[config.mk]
export PLATFORM = sky130hd
export DESIGN_NAME = glyph_grid_bounding_boxes
export DESIGN_NICKNAME = d
export VERILOG_FILES = /design/src/rtl/core/ggbb_pkg.sv /design/src/rtl/core/ggbb_ctrl.sv /design/src/rtl/core/ggbb_dp.sv /design/src/rtl/core/glyph_grid_bounding_boxes.sv
export SDC_FILE = /design/constraint.sdc
export NUM_CORES = 2
export LEC_CHECK = 0
export BUFFER_PORTS_ARGS = -buffer_cell sky130_fd_sc_hd__buf_2
export CORE_ASPECT_RATIO = 1.4
export CORE_UTILIZATION = 50
export CTS_BUF_LIST = sky130_fd_sc_hd__clkbuf_2 sky130_fd_sc_hd__clkbuf_4 sky130_fd_sc_hd__clkbuf_8
export CTS_CLUSTER_SIZE = 8
export DETAILED_ROUTE_END_ITERATION = 8
export PLACE_DENSITY = 0.66
export SYNTH_ARGS = -nofsm -noshare
export SYNTH_HDL_FRONTEND = slang
export SYNTH_HIERARCHICAL = 1
export SYNTH_SLANG_ARGS = --single-unit
[constraint.sdc]
create_clock -name clk_i -period 10.3 [get_ports clk_i]
set_clock_uncertainty 0.1 [all_clocks]
set_input_delay 0 -clock clk_i [delete_from_list [all_inputs] [get_ports clk_i]]
set_output_delay 0 -clock clk_i [all_outputs]
set_load 0.02 [all_outputs]
[src/rtl/core/ggbb_pkg.sv]
// Shared constants, types and helpers for the glyph grid bounding box block.
package ggbb_pkg;

  localparam int MAX_CELL_SIDE = 64;
  localparam int GLYPHS        = 128;
  localparam int SHEET_COLS    = 16;
  localparam int SHEET_ROWS    = 8;

  localparam int CFG_W   = 7;
  localparam int SIDE_W  = $clog2(MAX_CELL_SIDE);
  localparam int GIDX_W  = $clog2(GLYPHS);
  localparam int SCOL_W  = $clog2(SHEET_COLS);
  localparam int SROW_W  = $clog2(SHEET_ROWS);
  localparam int COLOR_W = 32;
  localparam int POS_W   = 10;
  localparam int SPACE_W = 6;

  localparam logic [GIDX_W-1:0] GLYPH_A = GIDX_W'(65);

  typedef enum logic {
    CFG_CELL_WIDTH  = 1'b0,
    CFG_CELL_HEIGHT = 1'b1
  } cfg_idx_e;

  typedef enum logic {
    MODE_PIXEL = 1'b0,
    MODE_QUERY = 1'b1
  } mode_e;

  typedef struct packed {
    logic capture;
    logic pix_upd;
    logic out_load;
  } ggbb_cmd_t;

  function automatic logic [CFG_W-1:0] eff_size(input logic [CFG_W-1:0] v);
    logic [CFG_W-1:0] r;
    r = v;
    if (v == '0) begin
      r = CFG_W'(1);
    end else if (32'(v) > MAX_CELL_SIDE) begin
      r = CFG_W'(MAX_CELL_SIDE);
    end
    return r;
  endfunction

endpackage

[src/rtl/core/ggbb_ctrl.sv]
// Controller: request handshake, two-step sequencing and result valid tracking.
module ggbb_ctrl
  import ggbb_pkg::*;
(
  input  logic      clk_i,
  input  logic      rst_ni,
  input  logic      in_valid_i,
  output logic      in_ready_o,
  input  logic      mode_i,
  output logic      out_valid_o,
  input  logic      out_ready_i,
  output ggbb_cmd_t cmd_o
);

  typedef enum logic {
    ST_IDLE,
    ST_EXEC
  } state_e;

  state_e state_q;
  logic   mode_q;
  logic   out_valid_q;
  logic   out_free;

  assign in_ready_o  = (state_q == ST_IDLE);
  assign out_valid_o = out_valid_q;
  assign out_free    = !out_valid_q || out_ready_i;

  always_comb begin
    cmd_o          = '0;
    cmd_o.capture  = (state_q == ST_IDLE) && in_valid_i;
    cmd_o.pix_upd  = (state_q == ST_EXEC) && (mode_q == MODE_PIXEL);
    cmd_o.out_load = (state_q == ST_EXEC) && (mode_q == MODE_QUERY) && out_free;
  end

  always_ff @(posedge clk_i or negedge rst_ni) begin
    if (!rst_ni) begin
      state_q     <= ST_IDLE;
      mode_q      <= MODE_PIXEL;
      out_valid_q <= 1'b0;
    end else begin
      if (cmd_o.out_load) begin
        out_valid_q <= 1'b1;
      end else if (out_ready_i) begin
        out_valid_q <= 1'b0;
      end
      unique case (state_q)
        ST_IDLE: begin
          if (in_valid_i) begin
            mode_q  <= mode_i;
            state_q <= ST_EXEC;
          end
        end
        ST_EXEC: begin
          if (cmd_o.pix_upd || cmd_o.out_load) begin
            state_q <= ST_IDLE;
          end
        end
        default: state_q <= ST_IDLE;
      endcase
    end
  end

endmodule

[src/rtl/core/ggbb_dp.sv]
// Datapath: config registers, raster counters, edge memory, trackers, result registers.
module ggbb_dp
  import ggbb_pkg::*;
(
  input  logic               clk_i,
  input  logic               rst_ni,
  input  ggbb_cmd_t          cmd_i,
  input  logic               cfg_valid_i,
  input  logic               cfg_index_i,
  input  logic [CFG_W-1:0]   cfg_data_i,
  input  logic               mode_i,
  input  logic [COLOR_W-1:0] pixel_color_i,
  input  logic [GIDX_W-1:0]  glyph_index_i,
  output logic [POS_W-1:0]   glyph_x_o,
  output logic [POS_W-1:0]   glyph_y_o,
  output logic [CFG_W-1:0]   glyph_w_o,
  output logic [CFG_W-1:0]   glyph_h_o,
  output logic [SPACE_W-1:0] space_width_o,
  output logic [CFG_W-1:0]   line_advance_o
);

  logic [CFG_W-1:0]   cell_width_q, cell_height_q;
  logic [COLOR_W-1:0] background_q, color_q;
  logic [SIDE_W-1:0]  col_in_cell_q, row_in_cell_q;
  logic [SCOL_W-1:0]  cell_column_q;
  logic [SROW_W-1:0]  cell_row_q;
  logic [GLYPHS-1:0]  inked_q;
  logic [CFG_W-1:0]   top_trim_q, a_bottom_q;
  logic [GIDX_W-1:0]  index_q;

  logic [2*SIDE_W-1:0] edge_mem [GLYPHS];
  logic [SIDE_W-1:0]   left_rd_q, right_rd_q;

  logic [POS_W-1:0]   glyph_x_q, glyph_y_q;
  logic [CFG_W-1:0]   glyph_w_q, glyph_h_q, line_advance_q;
  logic [SPACE_W-1:0] space_width_q;

  logic [CFG_W-1:0]   cw, ch;
  logic [GIDX_W-1:0]  g_cur;
  logic               img_start;
  logic [COLOR_W-1:0] bg_eff;
  logic               ink;
  logic               flag_eff;
  logic [CFG_W-1:0]   tt_eff, ab_eff, ab_mid, top_trim_d, a_bottom_d;
  logic [CFG_W-1:0]   row7;
  logic [SIDE_W-1:0]  left_d, right_d;
  logic [GLYPHS-1:0]  inked_d;
  logic               col_wrap, ccol_wrap, row_wrap;

  logic               q_flag;
  logic [POS_W:0]     x_prod, y_prod;
  logic [POS_W:0]     x_sum;
  logic [CFG_W-1:0]   w_val, h_val, adv_val;

  assign cw    = eff_size(cell_width_q);
  assign ch    = eff_size(cell_height_q);
  assign g_cur = GIDX_W'({cell_row_q, cell_column_q});
  assign img_start = (col_in_cell_q == '0) && (row_in_cell_q == '0) &&
                     (cell_column_q == '0) && (cell_row_q == '0);

  // pixel update
  always_comb begin
    bg_eff   = img_start ? color_q : background_q;
    ink      = (color_q != bg_eff);
    flag_eff = img_start ? 1'b0 : inked_q[g_cur];
    tt_eff   = img_start ? ch : top_trim_q;
    ab_eff   = img_start ? ch : a_bottom_q;
    row7     = CFG_W'(row_in_cell_q);

    if (!flag_eff) begin
      left_d  = col_in_cell_q;
      right_d = col_in_cell_q;
    end else begin
      left_d  = (col_in_cell_q < left_rd_q) ? col_in_cell_q : left_rd_q;
      right_d = (col_in_cell_q > right_rd_q) ? col_in_cell_q : right_rd_q;
    end

    inked_d = img_start ? '0 : inked_q;
    if (ink) begin
      inked_d[g_cur] = 1'b1;
    end

    top_trim_d = (ink && (row7 < tt_eff)) ? row7 : tt_eff;
    ab_mid     = (ink && (g_cur == GLYPH_A) && (row7 > ab_eff)) ? row7 : ab_eff;
    a_bottom_d = (ink && (g_cur == GLYPH_A) && (ab_mid == ch) && (row7 < ch)) ? row7 : ab_mid;

    col_wrap  = ((CFG_W'(col_in_cell_q) + CFG_W'(1)) >= cw);
    ccol_wrap = (cell_column_q == SCOL_W'(SHEET_COLS - 1));
    row_wrap  = ((CFG_W'(row_in_cell_q) + CFG_W'(1)) >= ch);
  end

  // query result
  always_comb begin
    q_flag  = inked_q[index_q];
    x_prod  = (POS_W+1)'(cw) * (POS_W+1)'(index_q[SCOL_W-1:0]);
    y_prod  = (POS_W+1)'(ch) * (POS_W+1)'(index_q[GIDX_W-1:SCOL_W]);
    x_sum   = x_prod + (q_flag ? (POS_W+1)'(left_rd_q) : '0);
    w_val   = q_flag ? CFG_W'(right_rd_q - left_rd_q) + CFG_W'(1) : cw;
    h_val   = (ch > top_trim_q) ? ch - top_trim_q : '0;
    adv_val = (a_bottom_q > top_trim_q) ? a_bottom_q - top_trim_q : '0;
  end

  always_ff @(posedge clk_i) begin
    if (cmd_i.capture) begin
      color_q <= pixel_color_i;
      index_q <= glyph_index_i;
      {left_rd_q, right_rd_q} <= edge_mem[(mode_i == MODE_QUERY) ? glyph_index_i : g_cur];
    end
    if (cmd_i.pix_upd && ink) begin
      edge_mem[g_cur] <= {left_d, right_d};
    end
    if (cmd_i.out_load) begin
      glyph_x_q      <= x_sum[POS_W-1:0];
      glyph_y_q      <= POS_W'(y_prod + (POS_W+1)'(top_trim_q));
      glyph_w_q      <= w_val;
      glyph_h_q      <= h_val;
      space_width_q  <= SPACE_W'(cw >> 1);
      line_advance_q <= adv_val;
    end
  end

  always_ff @(posedge clk_i or negedge rst_ni) begin
    if (!rst_ni) begin
      cell_width_q  <= CFG_W'(8);
      cell_height_q <= CFG_W'(8);
      background_q  <= '0;
      col_in_cell_q <= '0;
      row_in_cell_q <= '0;
      cell_column_q <= '0;
      cell_row_q    <= '0;
      inked_q       <= '0;
      top_trim_q    <= CFG_W'(8);
      a_bottom_q    <= CFG_W'(8);
    end else begin
      if (cfg_valid_i) begin
        unique case (cfg_idx_e'(cfg_index_i))
          CFG_CELL_WIDTH:  cell_width_q  <= cfg_data_i;
          CFG_CELL_HEIGHT: cell_height_q <= cfg_data_i;
          default: ;
        endcase
      end
      if (cmd_i.pix_upd) begin
        background_q <= bg_eff;
        inked_q      <= inked_d;
        top_trim_q   <= top_trim_d;
        a_bottom_q   <= a_bottom_d;
        if (col_wrap) begin
          col_in_cell_q <= '0;
          if (ccol_wrap) begin
            cell_column_q <= '0;
            if (row_wrap) begin
              row_in_cell_q <= '0;
              cell_row_q    <= (cell_row_q == SROW_W'(SHEET_ROWS - 1)) ? '0
                               : cell_row_q + SROW_W'(1);
            end else begin
              row_in_cell_q <= row_in_cell_q + SIDE_W'(1);
            end
          end else begin
            cell_column_q <= cell_column_q + SCOL_W'(1);
          end
        end else begin
          col_in_cell_q <= col_in_cell_q + SIDE_W'(1);
        end
      end
    end
  end

  assign glyph_x_o      = glyph_x_q;
  assign glyph_y_o      = glyph_y_q;
  assign glyph_w_o      = glyph_w_q;
  assign glyph_h_o      = glyph_h_q;
  assign space_width_o  = space_width_q;
  assign line_advance_o = line_advance_q;

endmodule

[src/rtl/core/glyph_grid_bounding_boxes.sv]
// Top level of the glyph grid bounding box extractor.
// A request (pixel or query) first reads the cell's left/right edge entry from a
// 128-entry memory with a registered read port, then writes the updated entry back
// for an inked pixel or loads the result register; a new request is taken only
// once the last is done. A query waits to load its result only while the previous
// result is still held unaccepted. The first pixel of each sheet sets the
// background and clears the per-cell ink flags at once; there is no clearing
// pass. Configuration writes are always accepted.
module glyph_grid_bounding_boxes
  import ggbb_pkg::*;
(
  input  logic               clk_i,
  input  logic               rst_ni,
  input  logic               in_valid_i,
  output logic               in_ready_o,
  input  logic               mode_i,
  input  logic [COLOR_W-1:0] pixel_color_i,
  input  logic [GIDX_W-1:0]  glyph_index_i,
  output logic               out_valid_o,
  input  logic               out_ready_i,
  output logic [POS_W-1:0]   glyph_x_o,
  output logic [POS_W-1:0]   glyph_y_o,
  output logic [CFG_W-1:0]   glyph_w_o,
  output logic [CFG_W-1:0]   glyph_h_o,
  output logic [SPACE_W-1:0] space_width_o,
  output logic [CFG_W-1:0]   line_advance_o,
  input  logic               cfg_valid_i,
  output logic               cfg_ready_o,
  input  logic               cfg_index_i,
  input  logic [CFG_W-1:0]   cfg_data_i
);

  ggbb_cmd_t cmd;

  assign cfg_ready_o = 1'b1;

  ggbb_ctrl u_ctrl (
    .clk_i       (clk_i),
    .rst_ni      (rst_ni),
    .in_valid_i  (in_valid_i),
    .in_ready_o  (in_ready_o),
    .mode_i      (mode_i),
    .out_valid_o (out_valid_o),
    .out_ready_i (out_ready_i),
    .cmd_o       (cmd)
  );

  ggbb_dp u_dp (
    .clk_i          (clk_i),
    .rst_ni         (rst_ni),
    .cmd_i          (cmd),
    .cfg_valid_i    (cfg_valid_i),
    .cfg_index_i    (cfg_index_i),
    .cfg_data_i     (cfg_data_i),
    .mode_i         (mode_i),
    .pixel_color_i  (pixel_color_i),
    .glyph_index_i  (glyph_index_i),
    .glyph_x_o      (glyph_x_o),
    .glyph_y_o      (glyph_y_o),
    .glyph_w_o      (glyph_w_o),
    .glyph_h_o      (glyph_h_o),
    .space_width_o  (space_width_o),
    .line_advance_o (line_advance_o)
  );

endmodule

Word level (Yosys, flattened, before mapping). Memories as Yosys holds them, arrays and structs flattened. A register that Yosys moved wholly into a read port is not among the register bits. Cells that the tools add are included.

Logic and storage cells: 126. Output and inout port bits: 50. Flip-flop bits (word level): 296. Memory bits (writable): 1536. Memories: 1. Input bits: 53.

Mux-type cells: 37. $add $sub $neg: 12. $lt $le $gt $ge: 14. Bitwise gates (word level): 4. Multipliers: 2. Reductions and logical operators: 30. Equal/unequal tests: 5.

Memory list: u_dp.edge_mem (depth 128, bits a word 12, read ports 1, clocked after Yosys merged registers in 1, wr ports 1, RTL line ggbb_dp.sv:31) `logic [2*SIDE_W-1:0] edge_mem [GLYPHS];`.

Operators by type and width (number): 128-bit 2-to-1 mux (2); 128-bit bitwise OR (1); 7-bit 2-to-1 mux (11); 6-bit 2-to-1 mux (7); 32-bit 2-to-1 mux (1); 32-bit != test (1); 7-bit by 8-bit less-than comparator with 1-bit output, second input constant (2); 6-bit by 1-bit adder with 7-bit output, second input constant (2); 1-bit binary-select mux with 7-bit select (2); 7-bit greater-or-equal comparator (2); 7-bit > comparator (2); 7-bit > comparator, second input constant (2); 1-bit logical AND (14); 7-bit zero test (2); 6-bit by 7-bit less-than comparator with 1-bit output (2); 7-bit subtractor (2); 6-bit by 1-bit adder with 6-bit output, second input constant (2); 6-bit zero test (2); 10-bit adder (1); 10-bit by 7-bit adder with 10-bit output (1); 7-bit by 3-bit multiplier with 10-bit output (1); 7-bit by 4-bit multiplier with 10-bit output (1); 1-bit 2-to-1 mux (10); 2-bit AND reduction (4); other kinds (24) (27).

Logic depth before layout (Yosys ltp).
Depth after elaboration: 13. Depth in mapped cells: 20.

Modules after synthesis. Netlist, hierarchy kept.

By module, submodules not included: ggbb_dp (cells each 4267, area an instance 76649.8 um^2, times used 1, seq. area each 54252.0 um^2); ggbb_ctrl (cells each 12, area an instance 133.9 um^2, times used 1, seq. area each 75.1 um^2); glyph_grid_bounding_boxes (cells each 2, area an instance 11.3 um^2, times used 1, seq. area each 0.0 um^2).

Worst setup path after synthesis. OpenSTA, ideal clock, no wires.

Path type: reg-to-reg. From: register u_dp.cell_column_q[0]. To: memory u_dp/edge_mem[0][7] (netlist bit), data pin. Arrival: 5.998 ns. Setup time: 0.921 ns. Cell stages (with the launch flop): 12. Setup slack: 3.281 ns. Buffers on the path: 2. Period minus slack after synthesis: 7.019 ns. Path through: dfrtp_1 buf_2 inv_2 nor3_1 buf_2 a22oi_1 nand4_1 a22oi_1 a21boi_0 o41ai_1 nor2_1 mux2i_1.

Cells in the longest elaborated chain, start to end: 5. Elaborated cells on any way between the ends: 7.

RTL lines: start, declared (RTL line ggbb_dp.sv:25) `logic [SCOL_W-1:0] cell_column_q;`; start signal, assigned (RTL line ggbb_dp.sv:159) `cell_column_q <= cell_column_q + SCOL_W'(1);`; branches (longest 3 deep; another with 1-bit binary-select mux with 7-bit select); 1-bit 2-to-1 mux * (RTL line ggbb_dp.sv:65) `flag_eff = img_start ? 1'b0 : inked_q[g_cur];`; 6-bit 2-to-1 mux * (RTL line ggbb_dp.sv:70) `if (!flag_eff) begin`; net u_dp.left_d[1] (RTL line ggbb_dp.sv:46) `logic [SIDE_W-1:0] left_d, right_d;`; end, declared (RTL line ggbb_dp.sv:31).

Mark *: on every way through the listed nets, which the timed path passes. The select of a mux whose other input is x is not followed.

Worst setup path after layout.
From: register u_dp.cell_column_q[0]. To: memory u_dp/edge_mem[7][11] (netlist bit), data pin.

The elaborated chain is that of the path after synthesis.

==> summary by stage <==
Status
The flow ran to the end, but the final reports show violations. The final reports fail on capacitance limit, slew limit.

Synth
The net count of the mapped netlist is 4470. The total of warnings raised by yosys is 6. The total of flip-flops plus latches after synthesis is 1844. The most frequently used flop master after synthesis is sky130_fd_sc_hd__edfxtp_1. The cell area that synthesis handed to floorplanning was 76800 um2. The synthesized-area fraction occupied by xor and xnor cells is 0.00821. The dominant combinational cell family by area after synthesis is multiplexers.

The cell count after synthesis came out at 4281. The count of distinct cell types in the synthesized netlist is 69. Of the synthesized area, sequential elements account for 0.707.

The cell type with the largest total area after synthesis is sky130_fd_sc_hd__edfxtp_1. The share of synthesized cell area in and, or, nand and nor gates is 0.0440. The proportion of register bits with asynchronous set or reset after synthesis is 0.114. Yosys mapped a number of flops with a built-in enable equal to 1634. The portion of synthesized area spent on multiplexers is 0.137.

Of the post-synthesis cell area, the dominant cell type holds 0.639. By area the synthesized netlist is led by sky130_fd_sc_hd__edfxtp_1, sky130_fd_sc_hd__mux4_2, sky130_fd_sc_hd__dfrtp_1. The fraction of the mapped netlist area in compound gates was 0.0595.

The adder-cell share of the synthesized area is 0.0252. The average cell area after synthesis is 17.9 um2.

GRT
The overall track demand over capacity in global routing is 0.256. The initial antenna violation count is 9. After global routing the overflow that remains totals 0.

The first-pass GRT wire length is 289 mm. The number of global-route vias before repair is 43.7k. The largest net degree at the start of global routing is 129.

Job
The tool flagged a number of max-cap violations equal to 1.

Floorplan
The floorplan step defined a die boundary enclosing 155000 um2. The initial standard-cell utilization of the core is 0.505. From left edge to right edge, the die measures 333 um.

After floorplanning, the core was sized to cover about 150000 um2. Row generation in the floorplan step produced ~170 rows. The top-level I/O count is 103. The vertical die dimension is 466 um.

Drt
The detailed-route DRC error count is 0. The detailed router placed ~42k vias in this run. The count of nets left with antenna violations once routing finished came out at 0. The final layout contains routed wiring with a total length of a little under 200 mm. After detailed routing, the average wire length per cell comes to around 29 um. The via-per-instance ratio is 6.26. The first-pass iteration count of the detailed router is 6.

After the first detailed-routing iteration, the DRC count stood at 4299.

Clock network
The number of gates given a new drive strength after cts is 0. For the worst-skew pair, the clock arrives at the later sink with an insertion delay of 1.01 ns. The clock tree root buffer cell is sky130_fd_sc_hd__clkbuf_8. TritonCTS built the clock tree. In this run, CTS created clock tree buffers numbering 298.

The total clock sinks is 1844. The H-tree level count is 5. The longest clock path from root to sink contains 4 buffers.

The clock-pin slew of the registers on the worst-case setup and hold paths is around 0.07 ns.

Timing
The final hold violation count is 0. Setup repair after global routing left no endpoint under its margin. Setup violations remaining at the end of the flow were counted as 0.

The summed negative setup slack over all endpoints is 0 ns. Headroom to the max-slew limit came out at -0.0555. The routed design could run at a clock period as short as approximately 6.5 ns. The peak clock frequency supported by timing is about 150 MHz. In the finished design, the share of the clock period the worst path needs comes to 0.632. For the pin with the worst max-slew slack, the measured transition is 1.57 ns.

The tightest hold path in the finished design has a slack of 0.112 ns. The max-slew violation total from the final report is 17.

Worst setup path
The slack of the worst reg-to-reg path is 3.79 ns. The destination of the worst register-to-register timing path is u_dp/edge_mem[7][11]$_DFFE_PP_. The cell with the largest stage delay on the worst path is sky130_fd_sc_hd__nor3_2. The number of buffers and inverters on the critical path is 2. STA puts the critical path data required time at 10.77 ns.

The largest fanout on the critical path is around 110. The worst setup path is of the register to register kind. At the worst endpoint, the arrival time is 6.98 ns. The cell type group with the largest total delay on the critical path is simple AND/OR/NAND/NOR gates. The cell depth of the worst flop-to-flop path is 10. On the worst path, the slowest cell contributes a delay of 1.28 ns. The category of the worst setup path launch point is a register. The most common cell type on the critical path is sky130_fd_sc_hd__a22oi_1.

The startpoint identified for the worst register-to-register timing path is u_dp/cell_column_q[0]$_DFFE_PN0P_. Traced cell by cell, the critical path runs through inv_2, nor3_2, a22oi_1, nand4_1, a22oi_1, a21boi_0, o41ai_1, nor2_1, mux2_4, buf_4. The endpoint type of the worst setup path is a register. The critical path starts at u_dp/cell_column_q[0]$_DFFE_PN0P_.

Power and ir drop
The worst-case IR drop observed on VDD is roughly 0.00020 V. For this design the static power due to leakage is between 30 and 40 nW. Power spread over the standard cell area amounts to 236 nW/um2.

Placed design
The quantity of I/O buffers inserted on ports is 101. Detailed placement finished with a half-perimeter wire length of 116 mm. Routability-driven placement finished with a final weighted congestion of 0.881.

Finish
For this run, the post-layout net count is slightly below 5k. The library cell used most frequently in the layout, excluding fill and tap cells, is sky130_fd_sc_hd__edfxtp_1. The ratio of cells with drive above 1 in the final layout is 0.264.

The area growth from synthesis to layout is 12.6%. The library cells used most frequently in the layout, excluding fill and tap cells, are sky130_fd_sc_hd__edfxtp_1, sky130_fd_sc_hd__mux4_2, sky130_fd_sc_hd__clkbuf_8.

Hold path
In this run the most critical hold path is launched from mode_i. The class of the tightest hold or removal check is primary input to register. For hold timing, the worst endpoint is u_ctrl/mode_q$_DFFE_PN0P_.

Along the worst hold path, the cell count comes to 3.
-- routing by layer --
metal | wire [um] | track usage
met5 | 31 | 0
met4 | 8490 | 0.112
met3 | 13500 | 0.0449
met2 | 100000 | 0.437
met1 | 75000 | 0.323
-- cells by family after synthesis --
group / count (synthesis)
compound gates: 644
xor+xnor: 72
fa+ha+maj: 138
buf+inv: 359
flops: 1844
mux: 507
other cells: 1
simple gates: 716
-- Yosys cell counts (5+ instances only) --
| cell type | n |
|---|---|
| sky130_fd_sc_hd__mux2i_1 | 20 |
| sky130_fd_sc_hd__edfxtp_1 | 1634 |
| sky130_fd_sc_hd__fa_1 | 28 |
| sky130_fd_sc_hd__nand3_1 | 25 |
| sky130_fd_sc_hd__mux4_2 | 426 |
| sky130_fd_sc_hd__buf_4 | 10 |
| sky130_fd_sc_hd__clkbuf_1 | 169 |
| sky130_fd_sc_hd__a21oi_1 | 79 |
| sky130_fd_sc_hd__a31oi_1 | 53 |
| sky130_fd_sc_hd__o22ai_1 | 12 |
| sky130_fd_sc_hd__xnor2_1 | 61 |
| sky130_fd_sc_hd__a22oi_1 | 72 |
| sky130_fd_sc_hd__nor3b_1 | 5 |
| sky130_fd_sc_hd__xor2_1 | 11 |
| sky130_fd_sc_hd__ha_1 | 108 |
| sky130_fd_sc_hd__a211oi_1 | 134 |
| sky130_fd_sc_hd__a211o_1 | 6 |
| sky130_fd_sc_hd__and2_1 | 134 |
| sky130_fd_sc_hd__and3_1 | 5 |
| sky130_fd_sc_hd__nand2b_1 | 12 |
| sky130_fd_sc_hd__o21bai_1 | 9 |
| sky130_fd_sc_hd__o211ai_1 | 7 |
| sky130_fd_sc_hd__inv_1 | 99 |
| sky130_fd_sc_hd__nor2_1 | 177 |
| sky130_fd_sc_hd__o21ai_0 | 30 |
| sky130_fd_sc_hd__nor3_1 | 16 |
| sky130_fd_sc_hd__buf_2 | 54 |
| sky130_fd_sc_hd__nor2b_1 | 33 |
| sky130_fd_sc_hd__a21boi_0 | 6 |
| sky130_fd_sc_hd__buf_1 | 21 |
| sky130_fd_sc_hd__nand2_1 | 260 |
| sky130_fd_sc_hd__dfrtp_1 | 206 |
| sky130_fd_sc_hd__a21o_1 | 160 |
| sky130_fd_sc_hd__mux2_2 | 57 |
| sky130_fd_sc_hd__nand4_1 | 30 |
| sky130_fd_sc_hd__a311oi_1 | 48 |
-- tightest hold or removal path, stage by stage --
cell and delay (ns):
sky130_fd_sc_hd__dlygate4sd3_1 0.53, sky130_fd_sc_hd__buf_2 0.30, sky130_fd_sc_hd__mux2_4 0.34
-- flip-flops by register name, summed over array words and instances, names as in the netlist, 3 cells and up --
| signal | count |
|---|---|
| u_dp/row_in_cell_q | 6 |
| u_dp/top_trim_q | 7 |
| u_dp/glyph_h_o | 7 |
| u_dp/inked_q | 128 |
| u_dp/cell_row_q | 3 |
| u_dp/index_q | 7 |
| u_dp/background_q | 32 |
| u_dp/cell_width_q | 7 |
| u_dp/color_q | 32 |
| u_dp/glyph_y_o | 10 |
| u_dp/glyph_w_o | 7 |
| u_dp/right_rd_q | 6 |
| u_dp/col_in_cell_q | 6 |
| u_dp/left_rd_q | 6 |
| u_dp/edge_mem | 1536 |
| u_dp/cell_column_q | 4 |
| u_dp/glyph_x_o | 10 |
| u_dp/space_width_o | 6 |
| u_dp/line_advance_o | 7 |
| u_dp/a_bottom_q | 7 |
| u_dp/cell_height_q | 7 |
-- how the worst max path moves through the flow --
| stage | endpoint | slack (ns) | cells after the start |
|---|---|---|---|
| floorplan | u_dp/edge_mem[0][7]$_DFFE_PP_ | 3.28 | 11 |
| global placement | u_dp/edge_mem[14][9]$_DFFE_PP_ | 4.30 | 10 |
| detailed placement | u_dp/edge_mem[75][10]$_DFFE_PP_ | 4.25 | 10 |
| CTS | u_dp/edge_mem[109][10]$_DFFE_PP_ | 4.18 | 10 |
| global route | u_dp/edge_mem[4][11]$_DFFE_PP_ | 3.89 | 10 |
| finish | u_dp/edge_mem[7][11]$_DFFE_PP_ | 3.79 | 10 |
-- metrics by stage --
step	util	cells	setup slack, ns	area (um2)	total power, mW
2_1_floorplan	-	4281	3.28	76800	13.0
3_3_place_gp	0.527	6198	4.30	80100	14.6
3_5_place_dp	0.527	6198	4.25	80100	14.7
4_1_cts	0.569	6752	4.18	86500	20.6
5_1_grt	0.569	6754	3.89	86500	21.2
6_report	0.569	6754	3.79	86500	20.5
-- power by group --
group | internal (mW) | leakage, nW | total [mW] | switching [mW]
registers | 9.57 | 17.8 | 9.74 | 0.177
clock network | 3.17 | 2.81 | 5.85 | 2.67
logic | 1.63 | 10.2 | 4.86 | 3.22
-- what timing repair did --
action	CTS	global route
setup buffers	0	0
hold buffers	110	0
endpoints found under the hold margin	376	0
-- area by class of cell --
type | count | area [um2]
fill | 11300 | 65600
sequential | 1844 | 54300
multi-input combinational | 2078 | 21500
clock buffer | 414 | 5070
timing repair buffer | 317 | 2550
tap | 1966 | 2460
inverter | 104 | 390
clock inverter | 30 | 200
antenna | 1 | 2.50
Power figures use the tool's default switching activity.
